$ cat config.mk
export PLATFORM = sky130hd
export DESIGN_NAME = lphm_hash
export DESIGN_NICKNAME = d
export VERILOG_FILES = /design/src/sv/linear_probing_hash_map_assert.svh /design/src/sv/lphm_pkg.sv /design/src/sv/lphm_hash.sv
export SDC_FILE = /design/constraint.sdc
export NUM_CORES = 2
export LEC_CHECK = 0
export BUFFER_PORTS_ARGS = -buffer_cell sky130_fd_sc_hd__buf_2
export CAP_MARGIN = 20
export CORE_ASPECT_RATIO = 0.5
export CORE_MARGIN = 4
export CORE_UTILIZATION = 65
export DETAILED_ROUTE_END_ITERATION = 16
export PLACE_DENSITY = 0.85
export SYNTH_ARGS = -nofsm -noshare
export SYNTH_HDL_FRONTEND = slang
export SYNTH_SLANG_ARGS = --single-unit
$ cat constraint.sdc
create_clock -name aclk -period 14.1 [get_ports aclk]
set_input_delay 0.705 -clock aclk [delete_from_list [all_inputs] [get_ports aclk]]
set_output_delay 0.705 -clock aclk [all_outputs]
set_load 0.005 [all_outputs]
$ cat src/sv/linear_probing_hash_map_assert.svh
// ----------------------------------------------------------------------------
// linear_probing_hash_map assertion macros
// clocked on aclk, disabled while aresetn is low
// ----------------------------------------------------------------------------
`ifndef LINEAR_PROBING_HASH_MAP_ASSERT_SVH
`define LINEAR_PROBING_HASH_MAP_ASSERT_SVH

// same-cycle implication
`define LPHM_ASSERT_IMP(lbl, ante, cons) \
    lbl: assert property (@(posedge aclk) disable iff (!aresetn) (ante) |-> (cons)) \
        else $error("lphm assertion failed");

// next-cycle implication
`define LPHM_ASSERT_NXT(lbl, ante, cons) \
    lbl: assert property (@(posedge aclk) disable iff (!aresetn) (ante) |=> (cons)) \
        else $error("lphm assertion failed");

`endif

$ cat src/sv/lphm_pkg.sv
// ----------------------------------------------------------------------------
// lphm_pkg
// types and constants shared by the linear probing hash map
// ----------------------------------------------------------------------------
package lphm_pkg;

    localparam logic [1:0] CMD_LOOKUP = 2'd0;
    localparam logic [1:0] CMD_INSERT = 2'd1;
    localparam logic [1:0] CMD_CLEAR  = 2'd2;

    localparam logic [63:0] HASH_MULT = 64'h9e37_79b9_7f4a_7c15;

    typedef struct packed {
        logic [1:0]  command;
        logic [63:0] key;
        logic [31:0] value;
    } in_item_t;

    typedef struct packed {
        logic [31:0] result_value;
        logic        hit;
        logic        table_full;
    } out_item_t;

    typedef struct packed {
        logic        used;
        logic [63:0] key;
        logic [31:0] value;
    } entry_t;

endpackage

$ cat src/sv/lphm_hash.sv
// ----------------------------------------------------------------------------
// lphm_hash
// fibonacci hash: low 64 bits of key * constant from one shared 32x32
// multiplier over three passes, home slot is the top index bits
// ----------------------------------------------------------------------------
module lphm_hash
    import lphm_pkg::*;
#(
    parameter int SLOTS = 256
) (
    input  logic                     aclk,
    input  logic                     aresetn,
    input  logic                     start,
    input  logic [63:0]              key,
    output logic                     done,
    output logic [$clog2(SLOTS)-1:0] home
);

    localparam int SLOT_W = $clog2(SLOTS);
    localparam int IDX_W  = $clog2(SLOTS + 1) - 1;

    typedef enum logic [5:0] {
        H_IDLE = 6'b000001,
        H_MUL0 = 6'b000010,
        H_MUL1 = 6'b000100,
        H_MUL2 = 6'b001000,
        H_ADD  = 6'b010000,
        H_DONE = 6'b100000
    } hstate_t;

    hstate_t     state_reg, state_next;
    logic [63:0] key_reg;
    logic [63:0] prod_reg;
    logic [63:0] acc_reg, acc_next;
    logic [31:0] mul_a, mul_b;

    always_comb begin
        state_next = state_reg;
        acc_next   = acc_reg;
        mul_a      = key_reg[31:0];
        mul_b      = HASH_MULT[31:0];
        unique case (state_reg)
            H_IDLE: begin
                if (start) begin
                    state_next = H_MUL0;
                end
            end
            H_MUL0: begin
                state_next = H_MUL1;
            end
            H_MUL1: begin
                mul_a      = key_reg[63:32];
                acc_next   = prod_reg;
                state_next = H_MUL2;
            end
            H_MUL2: begin
                mul_b      = HASH_MULT[63:32];
                acc_next   = acc_reg + {prod_reg[31:0], 32'd0};
                state_next = H_ADD;
            end
            H_ADD: begin
                acc_next   = acc_reg + {prod_reg[31:0], 32'd0};
                state_next = H_DONE;
            end
            H_DONE: begin
                state_next = H_IDLE;
            end
            default: begin
                state_next = H_IDLE;
            end
        endcase
    end

    always_ff @(posedge aclk) begin
        if (!aresetn) begin
            state_reg <= H_IDLE;
        end else begin
            state_reg <= state_next;
        end
    end

    always_ff @(posedge aclk) begin
        if (state_reg == H_IDLE && start) begin
            key_reg <= key;
        end
        prod_reg <= {32'd0, mul_a} * {32'd0, mul_b};
        acc_reg  <= acc_next;
    end

    assign done = (state_reg == H_DONE);
    assign home = SLOT_W'(acc_reg[63 -: IDX_W]);

endmodule

# Yosys cells after proc, flatten, opt, wreduce, memory -nomap -nowiden
# Cells that the tools add are included.
dict set report totals {
  reg_bits 198
  in_bits 67
  out_inout_bits 9
}
dict set report classes {
  add_sub_neg 1
  multipliers 1
  eq_ne 7
  mux 5
  n_reduce_logical 3
}
# operator count
set op_table {}
lappend op_table {{$pmux 64 s2} 1}
lappend op_table {{$add 64x64->64} 1}
lappend op_table {{$mul 32x32->64} 1}
lappend op_table {{$mux 32} 2}
lappend op_table {{$pmux 6 s5} 1}
lappend op_table {{$eq 6x1->1 const B} 1}
lappend op_table {{$eq 6x2->1 const B} 1}
lappend op_table {{$eq 6x3->1 const B} 1}
lappend op_table {{$eq 6x4->1 const B} 1}
lappend op_table {{$eq 6x5->1 const B} 1}
lappend op_table {{$eq 6x6->1 const B} 1}
lappend op_table {{$mux 6} 1}
lappend op_table {{$ne 2x2->1 const B} 1}
lappend op_table {{$reduce_bool 2->1} 1}
lappend op_table {{$reduce_or 2->1} 1}
lappend op_table {{$logic_and 1x1->1} 1}

# Depth between registers and ports, before layout
dict set report depth {
  word_depth 3
  ltp_mapped 37
  ltp_nobuf 33
}

# Worst setup path before layout
# Ideal clock, no wire load.
dict set report synth_timing {
  kind {flip-flop to flip-flop}
  start {register state_reg[3]}
  end {register prod_reg[60]}
  arrival_time_ns 8.353
  required_time_ns 14.028
  slack_ns 5.674
  path_stages_with_launch 33
  n_path_buf 4
  synth_period_minus_slack_ns 8.426
  path_cell_list {dfxtp_1 buf_2 nor4b_1 nand2_2 buf_4 buf_6 mux2i_1 inv_1 nand2_1 inv_1 ha_1 fa_1 fa_1 inv_1 fa_1 inv_1 fa_1 fa_1 fa_1 inv_1 fa_1 inv_1 ha_1 buf_2 a21oi_1 o21ai_0 or3_1 o21ai_2 o31a_4 nor4_1 or3_4 a311oi_2 xnor2_1}
}
dict set report synth_via {
  elab_chain_cells 3
}
# item line
set synth_rtl {}
lappend synth_rtl {{from (decl)} lphm_hash.sv:31} ;# hstate_t state_reg, state_next;
lappend synth_rtl {{from (signal assigned)} lphm_hash.sv:78} ;# state_reg <= state_next;
lappend synth_rtl {{$eq 6x3->1 / $eq 6x4->1 (equally long branches)} lphm_hash.sv:42} ;# unique case (state_reg)
lappend synth_rtl {{$mux 32} lphm_hash.sv:42}
lappend synth_rtl {{$mul 32x32->64 *} lphm_hash.sv:86} ;# prod_reg <= {32'd0, mul_a} * {32'd0, mul_b};
lappend synth_rtl {{to (signal assigned)} lphm_hash.sv:86}
lappend synth_rtl {{to (decl)} lphm_hash.sv:33} ;# logic [63:0] prod_reg;
# Mark *: on every way between the ends. The rest lies on a longest branch, timed or not.
# A chain may end at the register's enable or synchronous reset.

# Final worst setup path
dict set report layout_timing {
  start {register state_reg[3]}
  end {register prod_reg[63]}
}
# The elaborated chain is that of the path after synthesis.

==> flow_summary.ini <==
[cells_and_area]
fillCellCount = 3847
final_cell_mix = inv_1, fa_1, ha_1
antenna_cells = 0
area_growth_pct = 4.622
layout_commonest_cell = inv_1
drive_gt1_frac = 0.05527
nNetsFinal = 4426

[floorplanning]
boundaryPins = 76
die_area_um2 = 53140
die_w_um = 322.0
fp.dieH_um = 165.0
initial_core_util = 0.6589
coreArea_um2 = 48640
rows = 57

[grt]
antenna_found_initial = 0
grt_pass1_vias = 23340
grt_overflow = 0
grt_pass1_wl_mm = 143.0
grtUsageTotal = 0.3709
grt_max_degree = 66

[worst_setup_path]
r2r_setup_slack_ps = 3870
critPathLaunch = state_reg[3]$_SDFFE_PN0P_
path_class = reg -> reg
slowest_delay_ps = 920
required_ps = 14450
crit_arrival_ps = 10580
r2r_end = prod_reg[63]$_DFF_P_
worst-path-max-fanout = 26
cpMaxStageDelayCell = mux2i_1
cp-end-kind = flop
cp-start-kind = flop
r2r_cells = 30
cpMostUsedCell = fa_1
r2r_start = state_reg[3]$_SDFFE_PN0P_

[logic_synthesis]
synth_edf_count = 96
synth_seq_cells = 166
ys_seq_area_frac = 0.1337
yosysUniqueCellTypes = 78
yosys.area.top_type = fa_1
synth_warnings = 0
synth_top_area_frac = 0.3623
avgSynthCellArea_um2 = 9.744
netlist_top_cells_area = fa_1, ha_1, inv_1
async_reset_ff_frac = 0
synthesis.area_um2 = 32050
ys.flop_type = edfxtp_1
syn_inst = 3289

[drt]
wl_per_cell_um = 23.88
drc = 0
ant_nets = 0
vias = 23060
drt-vias-per-instance = 5.797
routed_wirelength_mm = 95.00
dr.first_iter.drc_count = 2664
firstDrtPassIters = 5

[hold_path]
min_delay_path_depth = 1
hp-class = in -> reg
hp-start = key[60]
hold_end = key_reg[60]$_DFFE_PP_

[sta]
holdWs_ps = 378.4
fin_skew_ps = 15.35
finalSetupViolCount = 0
rsz0062_at_grt = no
fmax_mhz = 97.78
fin_crit_ps = 10230
tns_ps = 0
timing.slew.headroom = 0.2574
tightest_slew_ps = 1110
hold_viol_final = 0
period_share = 0.7253
layout_setup_ws_ps = 3873
slew_violations = 0

[clocking]
hold_buffers = 0
post_cts_resized = 0
htreeDepth = 4
path_clk_slew_ps = 80
cts_max_path_buffers = 2
cts_buffers = 17
insertion_delay_ps = 490
cts-root-buf = clkbuf_16
cts_tree = built
clkSinkCount = 166
cts_setup_buffers = 0

[outcome]
status = finished clean

[placement]
place_hpwl_mm = 83.25
dp_worst_setup_slack_ps = 3976
numPortBuffers = 75
finalWeightedCongestion = 1.018

[run]
maxCapViolCount = 0
## per-stage QoR
stage	instances	cell area [um2]	utilization
3_5_place_dp	3945	32920	0.6769
2_1_floorplan	3321	32170	-
3_3_place_gp	3945	32920	0.6769
5_1_grt	3978	33530	0.6894
6_report	3978	33530	0.6894
4_1_cts	3977	33520	0.6892
## kinds of logic after synthesis
group / synth area share
AOI/OAI and AO/OA: 0.08003
xor gates and xnor gates: 0.04099
adders and majority gates: 0.5430
buffers and inverters: 0.1189
DFF: 0.1337
muxes: 0.01253
other: 0.0002343
and+or+nand+nor: 0.07062
## Yosys cell counts (21+ instances only)
library cell	n
edfxtp_1	96
fa_1	580
nand4_1	30
inv_1	845
xor2_1	42
dfxtp_1	70
a21oi_1	141
nand3_1	21
ha_1	463
nand2_1	178
o21ai_0	97
nor2_1	160
nor3_1	30
xnor2_1	108
clkbuf_1	79
a21o_1	81
## routing by layer
layer / part of all wire / vias to the layer above / global-route usage / routed length [um]
li1: - / 10230 / - / -
met3: 0.12 / 163 / 0.1062 / 11140
met4: 0.037 / 0 / 0.1245 / 3538
met5: 0 / - / 0 / 0
met1: 0.44 / 11500 / 0.5539 / 41810
met2: 0.41 / 1165 / 0.5192 / 38510
## how the worst max path moves through the flow
| stage | end | slack, ps |
|---|---|---|
| 2_1_floorplan | prod_reg[60]$_DFF_P_ | 5670 |
| 3_3_place_gp | prod_reg[57]$_DFF_P_ | 4020 |
| 3_5_place_dp | prod_reg[61]$_DFF_P_ | 3980 |
| 4_1_cts | prod_reg[60]$_DFF_P_ | 3960 |
| 5_1_grt | prod_reg[61]$_DFF_P_ | 3370 |
| 6_report | prod_reg[63]$_DFF_P_ | 3870 |
## final cells by class
cell class | instances | area [um2] | area share
Timing Repair Buffer | 93 | 510.5 | 0.01522
Clock inverter | 15 | 176.4 | 0.005261
Clock buffer | 17 | 425.4 | 0.01269
Sequential cell | 166 | 4284 | 0.1278
Tap cell | 649 | 812.0 | 0.02422
Inverter | 856 | 3213 | 0.09582
Multi-Input combinational cell | 2182 | 24110 | 0.7190
## critical path: cells and delay by family, from the launching register on
family	cells	cell delay, ps
muxes	1	920
DFF	1	510
buffers and inverters	7	1420
adders and majority gates	9	4220
xor gates and xnor gates	1	170
and+or+nand+nor	9	1810
AOI/OAI and AO/OA	3	960
Power is left out: the tool's default activity adds up to more than one toggle a clock period on the data nets, which glitch-free logic cannot reach.
