===== src/sv/linear_probing_hash_map_assert.svh =====
// ----------------------------------------------------------------------------
// linear_probing_hash_map assertion macros
// clocked on aclk, disabled while aresetn is low
// ----------------------------------------------------------------------------
`ifndef LINEAR_PROBING_HASH_MAP_ASSERT_SVH
`define LINEAR_PROBING_HASH_MAP_ASSERT_SVH

// same-cycle implication
`define LPHM_ASSERT_IMP(lbl, ante, cons) \
    lbl: assert property (@(posedge aclk) disable iff (!aresetn) (ante) |-> (cons)) \
        else $error("lphm assertion failed");

// next-cycle implication
`define LPHM_ASSERT_NXT(lbl, ante, cons) \
    lbl: assert property (@(posedge aclk) disable iff (!aresetn) (ante) |=> (cons)) \
        else $error("lphm assertion failed");

`endif


===== src/sv/lphm_ram.sv =====
// ----------------------------------------------------------------------------
// lphm_ram
// simple dual-port ram, one write and one registered read port
// ----------------------------------------------------------------------------
module lphm_ram #(
    parameter int WIDTH = 8,
    parameter int DEPTH = 16
) (
    input  logic                     aclk,
    input  logic                     we,
    input  logic [$clog2(DEPTH)-1:0] waddr,
    input  logic [WIDTH-1:0]         wdata,
    input  logic                     re,
    input  logic [$clog2(DEPTH)-1:0] raddr,
    output logic [WIDTH-1:0]         rdata
);

    logic [WIDTH-1:0] mem [DEPTH];

    always_ff @(posedge aclk) begin
        if (we) begin
            mem[waddr] <= wdata;
        end
        if (re) begin
            rdata <= mem[raddr];
        end
    end

endmodule


===== config.mk =====
export PLATFORM = sky130hd
export DESIGN_NAME = lphm_ram
export DESIGN_NICKNAME = d
export VERILOG_FILES = /design/src/sv/linear_probing_hash_map_assert.svh /design/src/sv/lphm_ram.sv
export SDC_FILE = /design/constraint.sdc
export NUM_CORES = 1
export LEC_CHECK = 0
export ABC_AREA = 1
export ABC_CLOCK_PERIOD_IN_PS = 2900
export BUFFER_PORTS_ARGS = -buffer_cell sky130_fd_sc_hd__buf_4
export CORE_MARGIN = 2
export CORE_UTILIZATION = 40
export CTS_CLUSTER_SIZE = 25
export DETAILED_ROUTE_END_ITERATION = 16
export MAX_ROUTING_LAYER = met4
export PLACE_DENSITY = 0.6
export SLEW_MARGIN = 20
export SYNTH_ARGS = -nofsm -noshare
export SYNTH_HDL_FRONTEND = slang
export SYNTH_SLANG_ARGS = --single-unit

===== constraint.sdc =====
create_clock -name aclk -period 2.9 [get_ports aclk]
set_input_delay 0.29 -clock aclk [delete_from_list [all_inputs] [get_ports aclk]]
set_output_delay 0.29 -clock aclk [all_outputs]
set_load 0.01 [all_outputs]

# --- Yosys cells after proc, flatten, opt, wreduce, memory -nomap -nowiden ---
# Memory sizes are Yosys's and may differ from the RTL's. A register that Yosys moved wholly into a read port is not among the register bits.
# Index checks and enable logic that the tools add are counted.
totals:
  regBits: 0
  mem_bits_rw: 128
  in_bits: 19
  output_inout_bits: 8
  wordCells: 3
  mem_count: 1
memory_table:
  columns: ["name", "depth", "width", "rd", "rd_ports_with_merged_regs", "wr", "line", "rtl"]
  rows:
  - ["mem", 16, 8, 1, 1, 1, "lphm_ram.sv:18", "logic [WIDTH-1:0] mem [DEPTH];"]
classes:
  n_mux: 2
op_table:
  columns: ["cell", "count"]
  rows:
  - ["1-bit 2-to-1 mux", 2]

# --- Depth between registers and ports, before layout ---
# Gate-level depths: netlist of the first run.
depth:
  ltp_word: 2
  ltp_mapped: 8
  ltp_nobuf: 7

# --- Least setup slack after synthesis of the first run ---
# OpenSTA, ideal clock, no wires.
synth_timing:
  path_kind: "input to register"
  startpoint: "input port waddr[2]"
  endpoint: "memory mem[10][0], enable pin"
  setup_time_ns: 0.370
  arrival_time_ns: 0.871
  t_required_ns: 2.530
  path_slack_ns: 1.659
  stages: 2
  path_buffers: 0
  cell_sequence: "nand3b_1 -> nor2_1"
synth_rtl:
  columns: ["element", "line", "rtl"]
  rows:
  - ["start, declared", "lphm_ram.sv:11", "input logic [$clog2(DEPTH)-1:0] waddr,"]
  - ["end, declared", "lphm_ram.sv:18", null]
# No word-level cell before the write port.

==> impl_metrics.csv, run 1 <==
group,metric,value,unit
critical_path,end_kind,"register",
critical_path,cp.arrival,1.66,ns
timing,fin_crit,1.493,ns
critical_path,max_stage_delay,0.38,ns
clocking,clock-sinks,136,
clocking,hold_buffers,0,
timing,clock_skew,0.005808,ns
yosys,yosysWarnings,0,
drt,ant_nets,0,
timing,worstMarginPinSlew,0.8569,ns
placement,port_buffers,26,
global_route,grt_max_degree,65,
outcome,status,"finished clean",
critical_path,path_class,"primary input to register",
cells_and_area,seqCellArea,4084,um2
drt,wire_per_inst,16.91,um
timing,fmax,669.7,MHz
timing,finalSetupViolCount,0,
floorplan,die_w,124.9,um
yosys,synth.cell_area,5847,um2
yosys,syn_avg_cell_area,10.61,um2
floorplan,initial_core_util,40.54,%
cells_and_area,final_cell_mix,"nand2_1, edfxtp_1, inv_1, nand3_1, buf_4",
critical_path,cp-start-kind,"primary input",
floorplan,ios,27,
cells_and_area,fillCellCount,1319,
cells_and_area,multiInputGateArea,1214,um2
cells_and_area,final_common_cell,"nand2_1",
timing,final_hold_viol_count,0,
timing,rsz0062_at_grt,"no",
floorplan,dieArea,15600,um2
clocking,cts-root-buf,"clkbuf_16",
pwr,ir_drop,0.3675,mV
timing,setup_tns,0,ns
yosys,ys_types,11,
critical_path,path_buf_inv,3,
clocking,cts_resized,0,
placement,routabilityCongestion,0.8927,
drt,wl,13.04,mm
drt,num_vias,3781,
floorplan,std_cell_rows,44,
job,cap_violations,0,
min_path,worstHoldPathType,"primary input to register",
timing,setup_ws,1.407,ns
critical_path,crit_fanout,28,
cells_and_area,nets,595,
timing,drv_slew,0,
drt,drcViolationCount,0,
global_route,grtUsageTotal,18.16,%
global_route,antenna_found_initial,0,
global_route,grt_pass1_vias,3682,
placement,hpwl,8.075,mm
critical_path,path_common_cell,"nand3_1",
clocking,htree_levels,4,
clocking,cts_setup_buffers,0,
drt,first_iter_violations,564,
cells_and_area,drive_gt1_share,10.56,%
clocking,numCtsBuffers,17,
critical_path,critPathTopFamily,"buffers and inverters",
timing,period_share,51.49,%
critical_path,cp_slowest_cell,"inv_2",
floorplan,die_h,124.9,um
critical_path,cp_cell_sequence,"buf_4, inv_2, buf_4, nand2_1, nand3_1, nand3_1, nand3_1, nand2_1",
clocking,clk_pin_slew,0.06,ns
cells_and_area,fin_cells,771,
clocking,insertion_delay,0.41,ns
critical_path,cp.required,3.07,ns
yosys,ys_seq_area_share,69.85,%
floorplan,core-area,14420,um2
global_route,overflow,0,
cells_and_area,antennaDiodeCount,0,
pwr,p_per_area,688.3,nW/um2
timing,slew_headroom,42.66,%
pwr,p_leak,2.848,nW
timing,holdWs,0.1870,ns
yosys,syn_inst,551,
clocking,tritoncts,"yes",
placement,dp_slack,1.008,ns
cells_and_area,syn2layout_area_growth,14.92,%
placement,place_inst,741,
drt,routed_via_density,4.904,
pwr,p_total,0.004625,W
yosys,synth_fp_nets,570,
clocking,clock_path_buffers,2,
yosys,ys_ff_latch,136,
global_route,grt_pass1_wl,20.65,mm
drt,first_pass_iters,5,
cell type report:
class / instances / area share [%]
Sequential cell: 136 / 60.78
Multi-Input combinational cell: 289 / 18.06
Clock buffer: 17 / 6.331
Inverter: 102 / 5.698
Tap cell: 184 / 3.426
Timing Repair Buffer: 30 / 3.352
Clock inverter: 13 / 2.346
where the power goes:
part           internal, W  leakage (nW)  switching (W)
Clock              0.00133         0.276       0.000794
Combinational    0.0000807          1.34       0.000186
Sequential         0.00222          1.24      0.0000135
cell families after synthesis:
| group | count (synthesis) | synth area share, % |
|---|---|---|
| DFF | 136 | 69.85 |
| and+or+nand+nor | 289 | 20.76 |
| buffers and inverters | 126 | 9.394 |
registers in the layout, summed over array words and instances, names as in the netlist:
| register | cells |
|---|---|
| rdata | 8 |
| mem | 128 |
path summary, 6_finish.rpt:
| check | startpoint | to | slack (ns) | cells after the start |
|---|---|---|---|---|
| worst max-delay path | raddr[0] | rdata[2] | 1.41 | 8 |
| worst min-delay path | re | rdata[7] | 0.19 | 1 |
| worst max register to register | mem[1][5] | rdata[5] | 1.72 | 6 |
| worst min register to register | mem[12][1] | rdata[1] | 0.76 | 6 |
per-stage QoR:
stage	area [um2]	util [%]
3_3_place_gp	6136	42.54
3_5_place_dp	6136	42.54
2_1_floorplan	5847	-
5_1_grt	6719	46.58
4_1_cts	6719	46.58
6_report	6719	46.58
synth_stat cells:
| cell type | number | area share, % |
|---|---|---|
| nand2_1 | 173 | 11 |
| buf_2 | 13 | 1.1 |
| inv_2 | 2 | 0.13 |
| nand3_1 | 97 | 8.3 |
| inv_1 | 100 | 6.4 |
| buf_4 | 4 | 0.51 |
| buf_1 | 1 | 0.064 |
| nand3b_1 | 2 | 0.26 |
| nor2_1 | 17 | 1.1 |
| buf_6 | 6 | 1.2 |
| edfxtp_1 | 136 | 70 |
routing by layer:
layer,share of wire [%],wire length (um),vias up,GRT usage (%)
met2,48,6284,130,28.06
met5,0,0,-,-
li1,-,-,1832,-
met1,44,5791,1800,23.83
met3,5.2,675,19,3.694
met4,2.2,284,0,7.059
Note: power is estimated with default switching activity, not from simulation.
==> run 2, diff against run 1 <==
--- a/config.mk
+++ b/config.mk
@@ -6,7 +6,7 @@
 export NUM_CORES = 1
 export LEC_CHECK = 0
 export ABC_AREA = 1
-export ABC_CLOCK_PERIOD_IN_PS = 2900
+export ABC_CLOCK_PERIOD_IN_PS = 1500
 export BUFFER_PORTS_ARGS = -buffer_cell sky130_fd_sc_hd__buf_4
 export CORE_MARGIN = 2
 export CORE_UTILIZATION = 40
==> constraint.sdc (replaced) <==
create_clock -name aclk -period 1.5 [get_ports aclk]
set_input_delay 0.15 -clock aclk [delete_from_list [all_inputs] [get_ports aclk]]
set_output_delay 0.15 -clock aclk [all_outputs]
set_load 0.01 [all_outputs]
==> run 2 against run 1 <==
  * Power grew 81%
  * Sequential power grew 93%
  * Register-to-register slack lost 1.4 ns
  * First-iteration DRC count shrank 42%
  * Critical path type is now register to output port
  * Largest power group unchanged
==> impl_metrics.csv, run 2 (synthesis results as in run 1) <==
group,metric,value,unit
placement,hpwl,8.286,mm
critical_path,critPathTopFamily,"flip-flops",
drt,first_pass_iters,5,
cells_and_area,fin_util,47.34,%
timing,drv_slew,0,
clocking,cts-root-buf,"clkbuf_16",
cells_and_area,regMostFlops,"mem",
clocking,insertion_delay,0.42,ns
clocking,clock_path_buffers,2,
critical_path,cp.depth,1,
floorplan,ios,27,
pwr,p_seq_share,51.6,%
cells_and_area,largest_reg_flops,128,
clocking,numCtsBuffers,17,
critical_path,crit_start,"rdata[4]",
timing,finalSetupViolCount,0,
timing,final_hold_viol_count,0,
pwr,p_leak,2.937,nW
critical_path,path_buf_inv,1,
cells_and_area,final_common_cell,"nand2_1",
floorplan,die_h,124.9,um
min_path,worstHoldPathType,"primary input to register",
timing,rsz0062_at_grt,"no",
cells_and_area,antennaDiodeCount,0,
critical_path,r2r_setup_slack,0.34,ns
critical_path,cp.arrival,1.01,ns
clocking,clk_pin_slew,0.06,ns
clocking,hold_buffers,0,
clocking,htree_levels,4,
timing,slew_headroom,74.52,%
floorplan,dieArea,15600,um2
critical_path,end_kind,"output port",
global_route,grt_max_degree,65,
outcome,status,"finished clean",
cells_and_area,reg_top3,"mem: 128 flops, rdata: 8 flops",
timing,setup_tns,0,ns
cells_and_area,drive_gt1_share,12.03,%
drt,drcViolationCount,0,
timing,clock_skew,0.005683,ns
pwr,p_per_area,1223,nW/um2
global_route,grtUsageTotal,18.82,%
timing,setup_ws,0.3359,ns
floorplan,initial_core_util,40.54,%
critical_path,crit_fanout,1,
pwr,power_frac_comb,6.7,%
pwr,ir_drop,0.7938,mV
placement,port_buffers,26,
clocking,tritoncts,"yes",
cells_and_area,fillCellCount,1338,
global_route,grt_pass1_wl,21.07,mm
floorplan,die_w,124.9,um
critical_path,path_class,"register to output port",
timing,fin_crit,1.164,ns
drt,num_vias,3852,
clocking,clock-sinks,136,
clocking,cts_setup_buffers,0,
global_route,overflow,0,
critical_path,cp-start-kind,"register",
drt,wire_per_inst,16.82,um
pwr,p_switching,0.001823,W
timing,worstMarginPinSlew,0.3821,ns
cells_and_area,syn2layout_area_growth,16.78,%
drt,first_iter_violations,328,
job,cap_violations,0,
timing,holdWs,0.02080,ns
cells_and_area,final_area,6828,um2
timing,fmax,859.1,MHz
critical_path,cp.required,1.35,ns
global_route,grt_pass1_vias,3843,
min_path,hold_depth,1,
cells_and_area,nets,615,
floorplan,std_cell_rows,44,
placement,dp_slack,0.1768,ns
timing,period_share,77.60,%
drt,ant_nets,0,
critical_path,crit_end,"rdata[4]",
pwr,pwr-share-clk,41.7,%
critical_path,cp_slowest_cell,"edfxtp_1",
floorplan,core-area,14420,um2
clocking,cts_resized,0,
cells_and_area,final_cell_mix,"nand2_1, edfxtp_1, inv_1, nand3_1, buf_4",
global_route,antenna_found_initial,0,
critical_path,timing.rr.start,"mem[5][3]",
pwr,p_int,0.006530,W
critical_path,timing.rr.end,"rdata[3]",
critical_path,cp_cell_sequence,"buf_4",
pwr,switching_share,21.82,%
placement,routabilityCongestion,0.8175,
placement,post_dp_cell_area,6349,um2
drt,routed_via_density,4.870,
drt,wl,13.30,mm
critical_path,rr_worst_depth,6,
critical_path,max_stage_delay,0.42,ns
-- run 2: changes by cell type in the layout (fill, tap and decap cells not counted), sizes merged --
| cell | change |
|---|---|
| buf | +20 |
| bufinv | -3 |
| clkbuf | +6 |
| clkinv | +1 |
| clkinvlp | -4 |
-- run 2: area by class of cell --
class	count	area [um2]	share of cell area, %
repair buffers	50	437.9	6.414
clock buffers	23	447.9	6.560
inverters	102	382.9	5.607
well taps	184	230.2	3.372
flip-flops and latches	136	4084	59.81
clock inverters	7	31.28	0.4581
multi-input cells	289	1214	17.78
-- run 2: stage by stage --
step	total power, W	cells
after floorplan	0.004689	551
after global placement	0.004946	761
after detailed placement	0.004957	761
after CTS	0.008402	791
after global routing	0.008613	791
final	0.008353	791
-- run 2: routing by layer --
layer	up-vias	routed length [um]	global-route usage, %
li1	1870	-	-
met4	0	351	8.431
met2	110	6130	28.00
met5	-	0	-
met3	25	716	5.069
met1	1847	6103	24.33
-- run 2: power groups by stage --
stage | Clock [W] | Sequential (W) | Combinational, W
finish | 0.00348 | 0.00431 | 0.000563
global route | 0.00367 | 0.00432 | 0.000630
CTS | 0.00352 | 0.00431 | 0.000572
detailed placement | 0 | 0.00439 | 0.000570
global placement | 0 | 0.00438 | 0.000561
floorplan | 0 | 0.00439 | 0.000300
-- run 2: worst min path at each step --
stage               startpoint   endpoint  slack, ns
floorplan             wdata[0]  mem[0][0]       0.25
global placement            re   rdata[2]       0.45
detailed placement          re   rdata[2]       0.45
CTS                         re   rdata[2]      0.008
global route                re   rdata[5]       0.02
finish                      re   rdata[2]       0.02
==> run 3, diff against run 2 <==
--- a/config.mk
+++ b/config.mk
@@ -6,7 +6,7 @@
 export NUM_CORES = 1
 export LEC_CHECK = 0
 export ABC_AREA = 1
-export ABC_CLOCK_PERIOD_IN_PS = 1500
+export ABC_CLOCK_PERIOD_IN_PS = 1200
 export BUFFER_PORTS_ARGS = -buffer_cell sky130_fd_sc_hd__buf_4
 export CORE_MARGIN = 2
 export CORE_UTILIZATION = 40
==> constraint.sdc (replaced) <==
create_clock -name aclk -period 1.2 [get_ports aclk]
set_input_delay 0.12 -clock aclk [delete_from_list [all_inputs] [get_ports aclk]]
set_output_delay 0.12 -clock aclk [all_outputs]
set_load 0.01 [all_outputs]
==> run 3 against run 2 <==
  * Utilization grew 0.18 points
  * Sequential share of layout area shrank 0.23 points
  * Clock power grew 24%
  * Critical path type is now register to register
  * Critical endpoint is now rdata[7]
  * Non-clock buffer count grew 1
  * Combinational power grew 28%
  * Clock-buffer cell count shrank 3
  * Die area is the same
  * Highest routed layer unchanged
  * Largest cell class unchanged
  * Sequential power grew 25%
  * Power grew 25%
  * Clock skew grew 0.0010 ns
  * Global-route usage shrank 0.45 points
==> impl_metrics.csv, run 3 (synthesis results as in run 1) <==
group,metric,value,unit
critical_path,cp_slowest_cell,"edfxtp_1",
clocking,clk_pin_slew,0.05,ns
floorplan,ios,27,
timing,clock_skew,0.006684,ns
critical_path,r2r_setup_slack,0.08,ns
placement,port_buffers,26,
clocking,tritoncts,"yes",
cells_and_area,syn2layout_area_growth,17.23,%
critical_path,cp-start-kind,"register",
timing,fmax,892.9,MHz
critical_path,cp.arrival,1.29,ns
drt,routed_via_density,4.799,
clocking,numCtsBuffers,17,
timing,final_hold_viol_count,0,
placement,place_inst,761,
job,cap_violations,0,
timing,finalSetupViolCount,0,
timing,rsz0062_at_grt,"no",
cells_and_area,regMostFlops,"mem",
critical_path,crit_start,"mem[5][7]",
global_route,grt_pass1_vias,3847,
floorplan,initial_core_util,40.54,%
critical_path,max_stage_delay,0.36,ns
floorplan,die_h,124.9,um
critical_path,path_class,"register to register",
cells_and_area,nets,616,
pwr,p_per_area,1518,nW/um2
floorplan,die_w,124.9,um
floorplan,core-area,14420,um2
global_route,grtUsageTotal,18.37,%
pwr,ir_drop,1.048,mV
cells_and_area,reg_top3,"mem: 128 flops, rdata: 8 flops",
placement,hpwl,8.094,mm
global_route,grt_max_degree,35,
pwr,p_leak,2.943,nW
timing,fin_crit,1.120,ns
global_route,overflow,0,
critical_path,cp.required,1.37,ns
cells_and_area,largest_reg_flops,128,
clocking,cts_setup_buffers,0,
clocking,insertion_delay,0.42,ns
placement,routabilityCongestion,0.8028,
global_route,antenna_found_initial,0,
outcome,status,"finished clean",
drt,wl,13.21,mm
timing,worstMarginPinSlew,0.6355,ns
floorplan,dieArea,15600,um2
timing,period_share,93.33,%
drt,wire_per_inst,16.68,um
drt,num_vias,3801,
drt,ant_nets,0,
timing,setup_tns,0,ns
critical_path,crit_fanout,1,
timing,slew_headroom,57.57,%
critical_path,cp_cell_sequence,"inv_1, nand2_1, nand3_1, nand3_1, nand3_2, nand2_1",
critical_path,end_kind,"register",
clocking,htree_levels,4,
critical_path,rr_worst_depth,6,
drt,first_iter_violations,366,
cells_and_area,final_common_cell,"nand2_1",
drt,drcViolationCount,0,
cells_and_area,drive_gt1_share,12.17,%
cells_and_area,fillCellCount,1329,
global_route,grt_pass1_wl,20.61,mm
critical_path,timing.rr.end,"rdata[7]",
cells_and_area,fin_cells,792,
clocking,clock-sinks,136,
critical_path,crit_end,"rdata[7]",
critical_path,timing.rr.start,"mem[5][7]",
floorplan,std_cell_rows,44,
cells_and_area,antennaDiodeCount,0,
min_path,worstHoldPathType,"primary input to register",
cells_and_area,final_cell_mix,"nand2_1, edfxtp_1, inv_1, nand3_1, buf_4",
drt,first_pass_iters,4,
timing,drv_slew,0,
clocking,cts-root-buf,"clkbuf_16",
clocking,clock_path_buffers,2,
run 3: changes by cell type in the layout (fill, tap and decap cells not counted):
cell / before / now
clkinv_1: 3 / 9
nand3_1: 97 / 93
clkinv_2: 4 / 1
dlygate4sd3_1: 0 / 1
clkbuf_1: 6 / 3
nand3_2: 0 / 4
run 3: area by class of cell:
type | instances | area (um2) | share of cell area (%)
tap | 184 | 230.2 | 3.359
multi-input combinational | 289 | 1234 | 18.00
inverter | 102 | 382.9 | 5.586
timing repair buffer | 51 | 447.9 | 6.535
clock inverter | 10 | 38.79 | 0.5659
clock buffer | 20 | 436.7 | 6.371
sequential | 136 | 4084 | 59.58
run 3: worst min path at each step:
stage | cells after the start | slack, ns | to | from
floorplan | 0 | 0.22 | mem[0][0] | wdata[0]
global placement | 1 | 0.42 | rdata[7] | re
detailed placement | 1 | 0.44 | rdata[7] | re
CTS | 1 | 0.03 | mem[11][7] | wdata[7]
global route | 1 | 0.06 | mem[5][7] | wdata[7]
finish | 1 | 0.06 | mem[2][7] | wdata[7]
run 3: critical path: cells and delay by family (launching register included):
kind                   cells  cell delay (ns)
and+or+nand+nor            5             0.45
DFF                        1             0.36
buffers and inverters      1             0.06
run 3: metrics by stage:
stage               hold slack, ns  worst slack (ns)  total power, W  cell area, um2  utilization (%)
floorplan                   0.2189            0.1292        0.005862            5847                -
global placement            0.4161           -0.1747        0.006180            6349            44.01
detailed placement          0.4373           -0.1957        0.006195            6349            44.01
CTS                        0.03346           0.06250         0.01045            6834            47.38
global route               0.05603          0.004507         0.01071            6854            47.52
finish                     0.05713           0.08005         0.01040            6854            47.52
run 3: repair_timing:
item,CTS,global route
resized for setup,0,4
setup endpoints to repair,0,4
hold buffers,1,0
hold endpoints to repair,8,0
run 3: power breakdown:
part | internal, W | total (W) | switching [W]
Combinational | 0.000243 | 0.000719 | 0.000476
Clock | 0.00253 | 0.00430 | 0.00176
Sequential | 0.00536 | 0.00538 | 0.0000286
run 3: per-layer routing:
layer  GRT usage, %  part of all wire, %
met4          9.085                  2.5
met3          4.296                  4.7
met1          23.26                   44
met2          27.97                   49
met5              -                    0
